[src/rtl/core/btb_one_and_two_bit_predictor_defines.svh]
// ----------------------------------------------------------------------------
// BTB predictor assertion macros
// Concurrent assertion wrappers shared by the predictor RTL; empty when
// SYNTHESIS is defined.
// ----------------------------------------------------------------------------
`ifndef BTB_ONE_AND_TWO_BIT_PREDICTOR_DEFINES_SVH
`define BTB_ONE_AND_TWO_BIT_PREDICTOR_DEFINES_SVH

`ifndef SYNTHESIS
// checked outside reset only
`define BTBP_ASSERT(label, prop, msg) \
    label: assert property (@(posedge clk) disable iff (!rst_n) prop) else $error(msg);
// checked at every edge, reset included
`define BTBP_ASSERT_NORST(label, prop, msg) \
    label: assert property (@(posedge clk) prop) else $error(msg);
`else
`define BTBP_ASSERT(label, prop, msg)
`define BTBP_ASSERT_NORST(label, prop, msg)
`endif

`endif

[src/rtl/core/btbp_ram.sv]
// ----------------------------------------------------------------------------
// Generic RAM
// One write port, one read port, registered read data.
// ----------------------------------------------------------------------------
`default_nettype none

module btbp_ram #(
    parameter int WIDTH = 8,
    parameter int DEPTH = 256
) (
    input  wire logic                     clk,
    input  wire logic                     we,
    input  wire logic [$clog2(DEPTH)-1:0] waddr,
    input  wire logic [WIDTH-1:0]         wdata,
    input  wire logic                     re,
    input  wire logic [$clog2(DEPTH)-1:0] raddr,
    output logic      [WIDTH-1:0]         rdata
);

    logic [WIDTH-1:0] mem [DEPTH];

    always_ff @(posedge clk)
    begin
        if (we)
        begin
            mem[waddr] <= wdata;
        end
        if (re)
        begin
            rdata <= mem[raddr];
        end
    end

endmodule

`default_nettype wire

[config.mk]
export PLATFORM = sky130hd
export DESIGN_NAME = btbp_ram
export DESIGN_NICKNAME = d
export VERILOG_FILES = /design/src/rtl/core/btb_one_and_two_bit_predictor_defines.svh /design/src/rtl/core/btbp_ram.sv
export SDC_FILE = /design/constraint.sdc
export NUM_CORES = 2
export LEC_CHECK = 0
export BUFFER_PORTS_ARGS = -buffer_cell sky130_fd_sc_hd__buf_4
export CAP_MARGIN = 20
export CORE_ASPECT_RATIO = 1.25
export CORE_MARGIN = 2
export CORE_UTILIZATION = 46
export CTS_CLUSTER_DIAMETER = 150
export DETAILED_ROUTE_END_ITERATION = 7
export PLACE_DENSITY = 0.64
export REMOVE_ABC_BUFFERS = 1
export SLEW_MARGIN = 20
export SYNTH_ARGS = -nofsm -noshare
export SYNTH_HDL_FRONTEND = slang
export SYNTH_SLANG_ARGS = --single-unit
[constraint.sdc]
create_clock -name clk -period 3.4 [get_ports clk]
set_input_delay 0.17 -clock clk [delete_from_list [all_inputs] [get_ports clk]]
set_output_delay 0.17 -clock clk [all_outputs]
set_load 0.005 [all_outputs]
==> impl_metrics.py <==
metrics = {
    "run_status": {
        "status": "finished clean",
    },
    "routing": {
        "drt_iter0_markers": 4699,
        "drcViolationCount": 0,
        "viasPerCell": 6.07,
        "wl_per_cell_um": 30.3,
        "drt_first_pass_iters": 6,
        "vias": 39300,
        "wl_um": 196000,
        "ant_nets": 0,
    },
    "floorplanning": {
        "die_area_sq_um": 176000,
        "dieHeight_um": 469,
        "row_count": 170,
        "die_w_um": 376,
        "core_area_sq_um": 172000,
        "ios": 35,
        "start_util": 0.463,
    },
    "global_routing": {
        "grt_max_degree": 135,
        "grt_pass1_wl_um": 282000,
        "grt_remaining_overflow": 0,
        "grt_pass1_vias": 39700,
        "track_usage": 0.223,
        "antenna_found_initial": 6,
    },
    "clock_network": {
        "cts_tree": "yes",
        "clk_latency_ps": 820,
        "ctsResizeCount": 0,
        "clockBufferDepth": 3,
        "root_buffer": "clkbuf_16",
        "post-cts-setup-buffer-count": 0,
        "ctsHoldBuffers": 10,
        "clock-sinks": 2056,
        "h-tree-depth": 4,
        "clk_pin_slew_ps": 70,
        "cts-buffers-inserted": 186,
    },
    "timing": {
        "period_share": 0.888,
        "setup_ws_ps": 382,
        "clock_skew_ps": 26.6,
        "maxSlewViolCount": 0,
        "period_needed_ps": 3020,
        "worst_slew_pin_slew_ps": 1180,
        "max_freq_mhz": 331,
        "relSlewSlack": 0.195,
        "finalHoldViolCount": 0,
        "finalSetupViolations": 0,
        "rsz0062_at_grt": "false",
    },
    "setup_path": {
        "slowest_stage": "nor4_1",
        "critPathMaxFanout": 1,
        "cpMostUsedCell": "mux4_2",
        "crit_required_ps": 3940,
        "arrival_ps": 3560,
        "critPathTopFamily": "simple AND/OR/NAND/NOR gates",
        "setup.worst_path.start_class": "flip-flop",
        "slowest_delay_ps": 880,
        "crit_chain": "mux4_2 > mux4_2 > nor2b_1 > nor4_1 > buf_4 > nor4_2",
        "endpoint_kind": "flip-flop",
        "critPathKind": "reg -> reg",
        "r2r_setup_slack_ps": 380,
        "crit_buf_inv": 1,
    },
    "min_path": {
        "hp-class": "in -> reg",
    },
    "power": {
        "vdd_ir_drop_max_mv": 0.469,
        "cellLeakagePower_nw": 28.3,
        "power_density_nw_per_um2": 562,
    },
    "synth": {
        "synth_ff_type": "edfxtp_1",
        "ys_types": 54,
        "avgSynthCellArea_sq_um": 21.3,
        "synth_edf_count": 2056,
        "synthCells": 3733,
        "async_reset_ff_frac": 0,
        "ys_ff_latch": 2056,
        "ys_warn_count": 0,
        "synthesis.area_sq_um": 79600,
        "yosysSeqAreaShare": 0.775,
    },
    "final_layout": {
        "fin_util": 0.526,
        "nFillCells": 13100,
        "mostFrequentLayoutCells": "edfxtp_1, mux4_2, buf_4, nor2_1, clkbuf_16",
        "nets": 4109,
        "final_common_cell": "edfxtp_1",
        "area_growth_pct": 13.6,
        "drive_gt1_frac": 0.264,
    },
    "placement": {
        "gp_congestion": 0.859,
        "hpwl_um": 124000,
        "preCtsSetupSlack_ps": -192,
        "place.port_buffers": 34,
    },
    "run": {
        "cap_viol_max_count": 0,
    },
}
==> synthesized netlist by cell type, types with 2 or more instances <==
library cell  number  area share
or2_2              4     0.00031
mux2i_1          134       0.017
nand3b_1           2     0.00019
nor4_2             3     0.00047
o32ai_1            4     0.00044
o21ai_0           10     0.00063
buf_4             27      0.0025
mux4_1             2     0.00066
nand2_1           33      0.0016
o221ai_1          46      0.0051
nand3_1           34      0.0021
edfxtp_1        2056        0.78
a21oi_1           96      0.0060
buf_1             22      0.0010
buf_6             21      0.0030
buf_12             8      0.0020
and3b_1            2     0.00022
o22ai_1           28      0.0022
nor3_1            22      0.0014
a311oi_1           2     0.00022
mux4_2           454        0.13
nor2_1           282       0.013
a31oi_1            2     0.00016
o21ai_1            2     0.00013
buf_2             31      0.0019
o211ai_1          10     0.00094
nand2b_1           8     0.00063
and2_1             6     0.00047
a22o_1             8     0.00088
nor4_1            24      0.0019
a2111oi_1          2     0.00025
nor2b_1           31      0.0024
clkbuf_1         111      0.0052
nand4_1           10     0.00079
o22a_1             5     0.00055
a211oi_1          16      0.0015
buf_8             13      0.0025
a221oi_1          13      0.0014
a22oi_1          133       0.013
a2111oi_0          2     0.00022
==> cell families after synthesis <==
logic type	synth area share
flip-flops	0.775
multiplexers	0.146
AND/OR/NAND/NOR	0.0263
AO/OA/AOI/OAI	0.0342
buffers and inverters	0.0183
==> worst paths after layout <==
kind / startpoint / to / cells past startpoint
setup / recovery: mem[66][0]$_DFFE_PP_ / rdata[0]$_DFFE_PP_ / 6
hold / removal: waddr[3] / mem[204][2]$_DFFE_PP_ / 4
setup reg to reg: mem[66][0]$_DFFE_PP_ / rdata[0]$_DFFE_PP_ / 6
hold reg to reg: mem[41][3]$_DFFE_PP_ / rdata[3]$_DFFE_PP_ / 7
==> per-stage QoR <==
step	cell area [sq um]	TNS [ps]	hold slack, ps	std cells	total power, W
after floorplan	78200	0	269	3500	0.0295
after global placement	84500	-1130	539	6119	0.0311
after CTS	90400	0	6.76	6467	0.0512
after detailed placement	84500	-303	537	6120	0.0312
after global routing	90400	0	47.9	6468	0.0522
final	90400	0	63.5	6469	0.0509
==> sequential cells by signal (all words and copies together), names as in the netlist <==
signal / cells
mem: 2048
rdata: 8
==> worst reg2reg max path, cell delays in order, from the launching register on <==
cell and delay (ps):
edfxtp_1 380, mux4_2 490, mux4_2 540, nor2b_1 190
nor4_1 880, buf_4 240, nor4_2 40
==> power breakdown <==
group	switching [W]	leakage [nW]	total (W)	internal (W)
clock	0.00901	2.83	0.0202	0.0112
combinational	0.00167	6.99	0.00265	0.000974
sequential	0.0000267	18.5	0.0280	0.0279
total	0.0107	28.3	0.0509	0.0402
==> cell type report <==
class                   instances  area [sq um]  area share
repair buffers                394          3560      0.0393
diodes                          2          5.00   0.0000553
well taps                    2236          2800      0.0309
flip-flops and latches       2056         61700       0.683
clock buffers                 224          4860      0.0537
inverters                       2          7.51   0.0000830
clock inverters               113           946      0.0105
multi-input cells            1442         16500       0.183
==> metal layers <==
metal,track usage,up-vias,part of all wire
met2,0.377,1587,0.51
li1,-,16400,-
met1,0.297,20900,0.39
met4,0.0755,6,0.034
met5,0,-,0.00020
met3,0.0359,337,0.069
(Power assumes the default switching activity.)
