[src/rtl/core/btb_one_and_two_bit_predictor_defines.svh]
// ----------------------------------------------------------------------------
// BTB predictor assertion macros
// Concurrent assertion wrappers shared by the predictor RTL; empty when
// SYNTHESIS is defined.
// ----------------------------------------------------------------------------
`ifndef BTB_ONE_AND_TWO_BIT_PREDICTOR_DEFINES_SVH
`define BTB_ONE_AND_TWO_BIT_PREDICTOR_DEFINES_SVH

`ifndef SYNTHESIS
// checked outside reset only
`define BTBP_ASSERT(label, prop, msg) \
    label: assert property (@(posedge clk) disable iff (!rst_n) prop) else $error(msg);
// checked at every edge, reset included
`define BTBP_ASSERT_NORST(label, prop, msg) \
    label: assert property (@(posedge clk) prop) else $error(msg);
`else
`define BTBP_ASSERT(label, prop, msg)
`define BTBP_ASSERT_NORST(label, prop, msg)
`endif

`endif

[src/rtl/core/btbp_pkg.sv]
// ----------------------------------------------------------------------------
// BTB predictor package
// Shared widths, counter codes, mode encoding and the result record.
// ----------------------------------------------------------------------------
`default_nettype none

package btbp_pkg;

    localparam int ADDR_W = 32;
    localparam int CTR_W  = 2;

    localparam logic [CTR_W-1:0] CTR_STRONG_NT = 2'd0;
    localparam logic [CTR_W-1:0] CTR_STRONG_T  = 2'd3;

    typedef enum logic {
        MODE_CLEAR,
        MODE_RUN
    } btbp_mode_t;

    typedef struct packed {
        logic              present;
        logic              taken;
        logic [ADDR_W-1:0] target;
        logic              ok1;
        logic              ok2;
    } btbp_result_t;

endpackage

`default_nettype wire

[src/rtl/core/btbp_update.sv]
// ----------------------------------------------------------------------------
// BTB predictor update
// Resolves the transaction, scores the stored entry and builds the new entry.
// ----------------------------------------------------------------------------
`default_nettype none

module btbp_update
    import btbp_pkg::*;
#(
    parameter int IDX_W = 8
) (
    input  wire logic                    [ADDR_W-1:0]       branch_pc,
    input  wire logic signed             [ADDR_W-1:0]       branch_offset,
    input  wire logic                                       is_return,
    input  wire logic                    [ADDR_W-1:0]       next_pc,
    input  wire logic                                       rd_valid,
    input  wire logic                    [ADDR_W-IDX_W-1:0] rd_tag,
    input  wire logic                    [ADDR_W-1:0]       rd_target,
    input  wire logic                                       rd_lob,
    input  wire logic                    [CTR_W-1:0]        rd_ctr,
    output logic                         [ADDR_W-IDX_W-1:0] wr_tag,
    output logic                         [ADDR_W-1:0]       wr_target,
    output logic                                            wr_lob,
    output logic                         [CTR_W-1:0]        wr_ctr,
    output btbp_result_t                                    result
);

    logic [ADDR_W-1:0]       sum;
    logic [ADDR_W-1:0]       target;
    logic [ADDR_W-IDX_W-1:0] tag;
    logic                    taken;
    logic                    present;
    logic [CTR_W-1:0]        ctr_upd;

    always_comb
    begin
        sum     = branch_pc + $unsigned(branch_offset);
        target  = is_return ? '0 : sum;
        taken   = is_return || (next_pc == sum);
        tag     = branch_pc[ADDR_W-1:IDX_W];
        present = rd_valid && (rd_tag == tag);

        // saturating bimodal counter
        ctr_upd = rd_ctr;
        if (taken && (rd_ctr != CTR_STRONG_T))
        begin
            ctr_upd = rd_ctr + 1'b1;
        end
        else if (!taken && (rd_ctr != CTR_STRONG_NT))
        begin
            ctr_upd = rd_ctr - 1'b1;
        end

        if (present)
        begin
            wr_tag    = rd_tag;
            wr_target = rd_target;
            wr_lob    = taken;
            wr_ctr    = ctr_upd;
        end
        else
        begin
            wr_tag    = tag;
            wr_target = target;
            wr_lob    = 1'b1;
            wr_ctr    = is_return ? CTR_STRONG_T : CTR_STRONG_NT;
        end

        result.present = present;
        result.taken   = taken;
        result.target  = target;
        result.ok1     = present && (rd_lob == taken);
        result.ok2     = present && (rd_ctr[CTR_W-1] == taken);
    end

endmodule

`default_nettype wire

[config.mk]
export PLATFORM = sky130hd
export DESIGN_NAME = btbp_update
export DESIGN_NICKNAME = d
export VERILOG_FILES = /design/src/rtl/core/btb_one_and_two_bit_predictor_defines.svh /design/src/rtl/core/btbp_pkg.sv /design/src/rtl/core/btbp_update.sv
export SDC_FILE = /design/constraint.sdc
export NUM_CORES = 1
export LEC_CHECK = 0
export ABC_AREA = 1
export ABC_CLOCK_PERIOD_IN_PS = 2250
export BUFFER_PORTS_ARGS = -buffer_cell sky130_fd_sc_hd__buf_2
export CAP_MARGIN = 20
export CELL_PAD_IN_SITES_DETAIL_PLACEMENT = 1
export CELL_PAD_IN_SITES_GLOBAL_PLACEMENT = 1
export CORE_MARGIN = 8
export CORE_UTILIZATION = 26
export DETAILED_ROUTE_END_ITERATION = 8
export PLACE_DENSITY = 0.82
export RECOVER_POWER = 100
export SYNTH_ARGS = -nofsm -noshare
export SYNTH_HDL_FRONTEND = slang
export SYNTH_SLANG_ARGS = --single-unit
[constraint.sdc]
create_clock -name vclk -period 2.25
set_input_delay 0 -clock vclk [all_inputs]
set_output_delay 0 -clock vclk [all_outputs]
set_load 0.01 [all_outputs]
==> flow_summary.json <==
{
  "path_class": "primary input to primary output",
  "die-width_um": 147.5,
  "hold_class": "primary input to primary output",
  "violations": "setup timing",
  "power.leakage_nw": 4.749,
  "postSynthAreaPerCell_um2": 4.770,
  "setup_viol": 8,
  "hold_viol": 0,
  "wl_um": 27220,
  "place_ws_ns": -0.4576,
  "cp.arrival_ns": 2.59,
  "min_from": "branch_pc[14]",
  "whs_endpoint": "wr_tag[6]",
  "antenna_found_initial": 1,
  "ir_drop_v": 0.0001209,
  "cp_cell_sequence": "buf_8, ha_4, nand2_4, buf_6, nor2_4, inv_2, nor2_4, nand2_1, nand4_1, nand2_1, nand2_1, nand2_2, nor2_2, nand2_1, nor2_2, nand3_4, nand2_4, nand2_1, nand3_1, nand3_1, nand2_1, buf_2",
  "yosys_warnings": 0,
  "fin_crit_ns": 2.592,
  "cpMaxStageDelayCell": "ha_4",
  "final_max_slew_viol_count": 0,
  "end_kind": "primary output",
  "design.seq.count": 0,
  "core_area_um2": 17120,
  "yosysTopAreaCellShare_pct": 32.25,
  "die_h_um": 147.5,
  "clock.fmax_mhz": 385.8,
  "io_pins": 252,
  "cp_common_cell": "nand2_1",
  "syn_nets": 1133,
  "grt_max_degree": 38,
  "worstPathRequired_ns": 2.25,
  "synth_top_area_cell": "nand2_1",
  "gr-total-overflow": 0,
  "design_area_um2": 7913,
  "rows": 48,
  "max-slew-margin-rel_pct": 53.81,
  "initial_utilization_pct": 26.25,
  "seq_area_um2": 0,
  "holdPathStages": 2,
  "worstMarginPinSlew_ns": 0.6928,
  "dp.final_hpwl_um": 21180,
  "first_global_vias": 7920,
  "drc": 0,
  "synthTopCellsByCount": "nand2_1, inv_1, nand3_1",
  "vias": 7460,
  "synth_cells": 942,
  "drtIter0Drc": 298,
  "synthTopCellsByArea": "nand2_1, inv_1, ha_1, nand3_1, nor2_1",
  "gp_congestion": 0.8804,
  "critPathBufInv": 4,
  "yosysUniqueCellTypes": 35,
  "p_per_area_nw_per_um2": 301.7,
  "p_total_mw": 2.387,
  "drive_above_1_share_pct": 44.14,
  "dieArea_um2": 21740,
  "startpoint_type": "primary input",
  "grt_usage_pct": 22.08,
  "numPortBuffers": 252,
  "cp_top_family": "simple AND/OR/NAND/NOR gates",
  "grt_pass1_wl_um": 39590,
  "syn_area_um2": 4493,
  "fin_nets": 1507,
  "syn_to_final_growth_pct": 76.11,
  "cp-startpoint": "branch_pc[14]",
  "synthMostInstantiatedCell": "nand2_1",
  "num-clock-buffers": 0,
  "avgViaCountPerCell": 4.841,
  "wl_per_cell_um": 17.66,
  "crit_fanout": 7,
  "drtAntennaViolNets": 0,
  "cap_viol_max_count": 0,
  "rsz0062_at_grt": "true",
  "placed_cell_area_um2": 6957,
  "fillers": 2443,
  "dr.pass1.iters": 4,
  "fin_util_pct": 46.23,
  "outcome": "finished, violations left",
  "yosysSeqAreaShare_pct": 0,
  "setup_ws_ns": -0.3422,
  "fin_crit_sh_pct": 115.2,
  "cpPeakStageDelay_ns": 0.29
}
[power by group]
part | internal [mW] | switching [mW]
clock | 0.000000119 | 0
combinational | 1.07 | 1.32
sequential | 0 | 0
[routing by layer]
layer / share of wire, % / track usage (%) / up-vias / wire length, um
li1: - / - / 3571 / -
met1: 36 / 22.03 / 3555 / 9781
met2: 54 / 44.54 / 259 / 14680
met3: 5.6 / 3.302 / 75 / 1526
met4: 4.5 / 8.312 / 0 / 1233
met5: 0 / 0 / - / 0
[what timing repair did]
action	4_1_cts	5_1_grt
pin swaps	31	44
buffers inserted	9	7
hold buffers	0	0
setup endpoints to repair	7	12
gates resized for setup	117	65
[worst max path at each step]
stage | end | slack (ns) | cells after the start
after floorplan | wr_ctr[0] | 0.12 | 24
after global placement | wr_ctr[0] | -0.35 | 22
after detailed placement | wr_ctr[0] | -0.46 | 22
after CTS | wr_ctr[0] | -0.20 | 26
after global routing | wr_ctr[0] | -0.50 | 22
final | wr_ctr[0] | -0.34 | 22
[per-stage QoR]
| stage | TNS (ns) | std cells | hold slack (ns) |
|---|---|---|---|
| finish | -1.706 | 1541 | 0.2255 |
| global route | -2.951 | 1540 | 0.2287 |
| CTS | -0.8255 | 1532 | 0.2663 |
| detailed placement | -2.201 | 1523 | 0.2330 |
| global placement | -1.529 | 1523 | 0.2380 |
| floorplan | 0 | 942 | 0.1015 |
[logic make-up after synthesis]
kind of cell	count (synthesis)	share of synthesized area (%)
AND/OR/NAND/NOR	602	58.84
XOR/XNOR	30	6.460
adder cells (fa/ha/maj)	34	9.635
buffers and inverters	222	18.71
AO/OA/AOI/OAI	54	6.349
[cell usage in the layout (no fill, tap or decap), types with 10 or more instances in the layout]
cell | netlist | layout
a21oi_1 | 44 | 31
a21oi_2 | 0 | 11
buf_2 | 0 | 220
buf_4 | 2 | 152
clkbuf_1 | 31 | 24
ha_4 | 0 | 26
inv_1 | 178 | 171
inv_2 | 6 | 13
nand2_1 | 386 | 329
nand2_2 | 22 | 66
nand2_4 | 1 | 14
nand3_1 | 76 | 60
nand3_2 | 3 | 18
nor2_1 | 61 | 50
nor2_2 | 12 | 18
nor2_4 | 8 | 13
xnor2_1 | 10 | 10
xor2_1 | 18 | 15
[final cells by class]
class / count / area, um2 / share of cell area, %
multi-input combinational: 720 / 4441 / 56.12
tap: 225 / 281.5 / 3.558
antenna: 2 / 5.005 / 0.06325
inverter: 186 / 698.2 / 8.824
timing repair buffer: 408 / 2487 / 31.44
No activity file was read; power rests on OpenSTA's default activity.
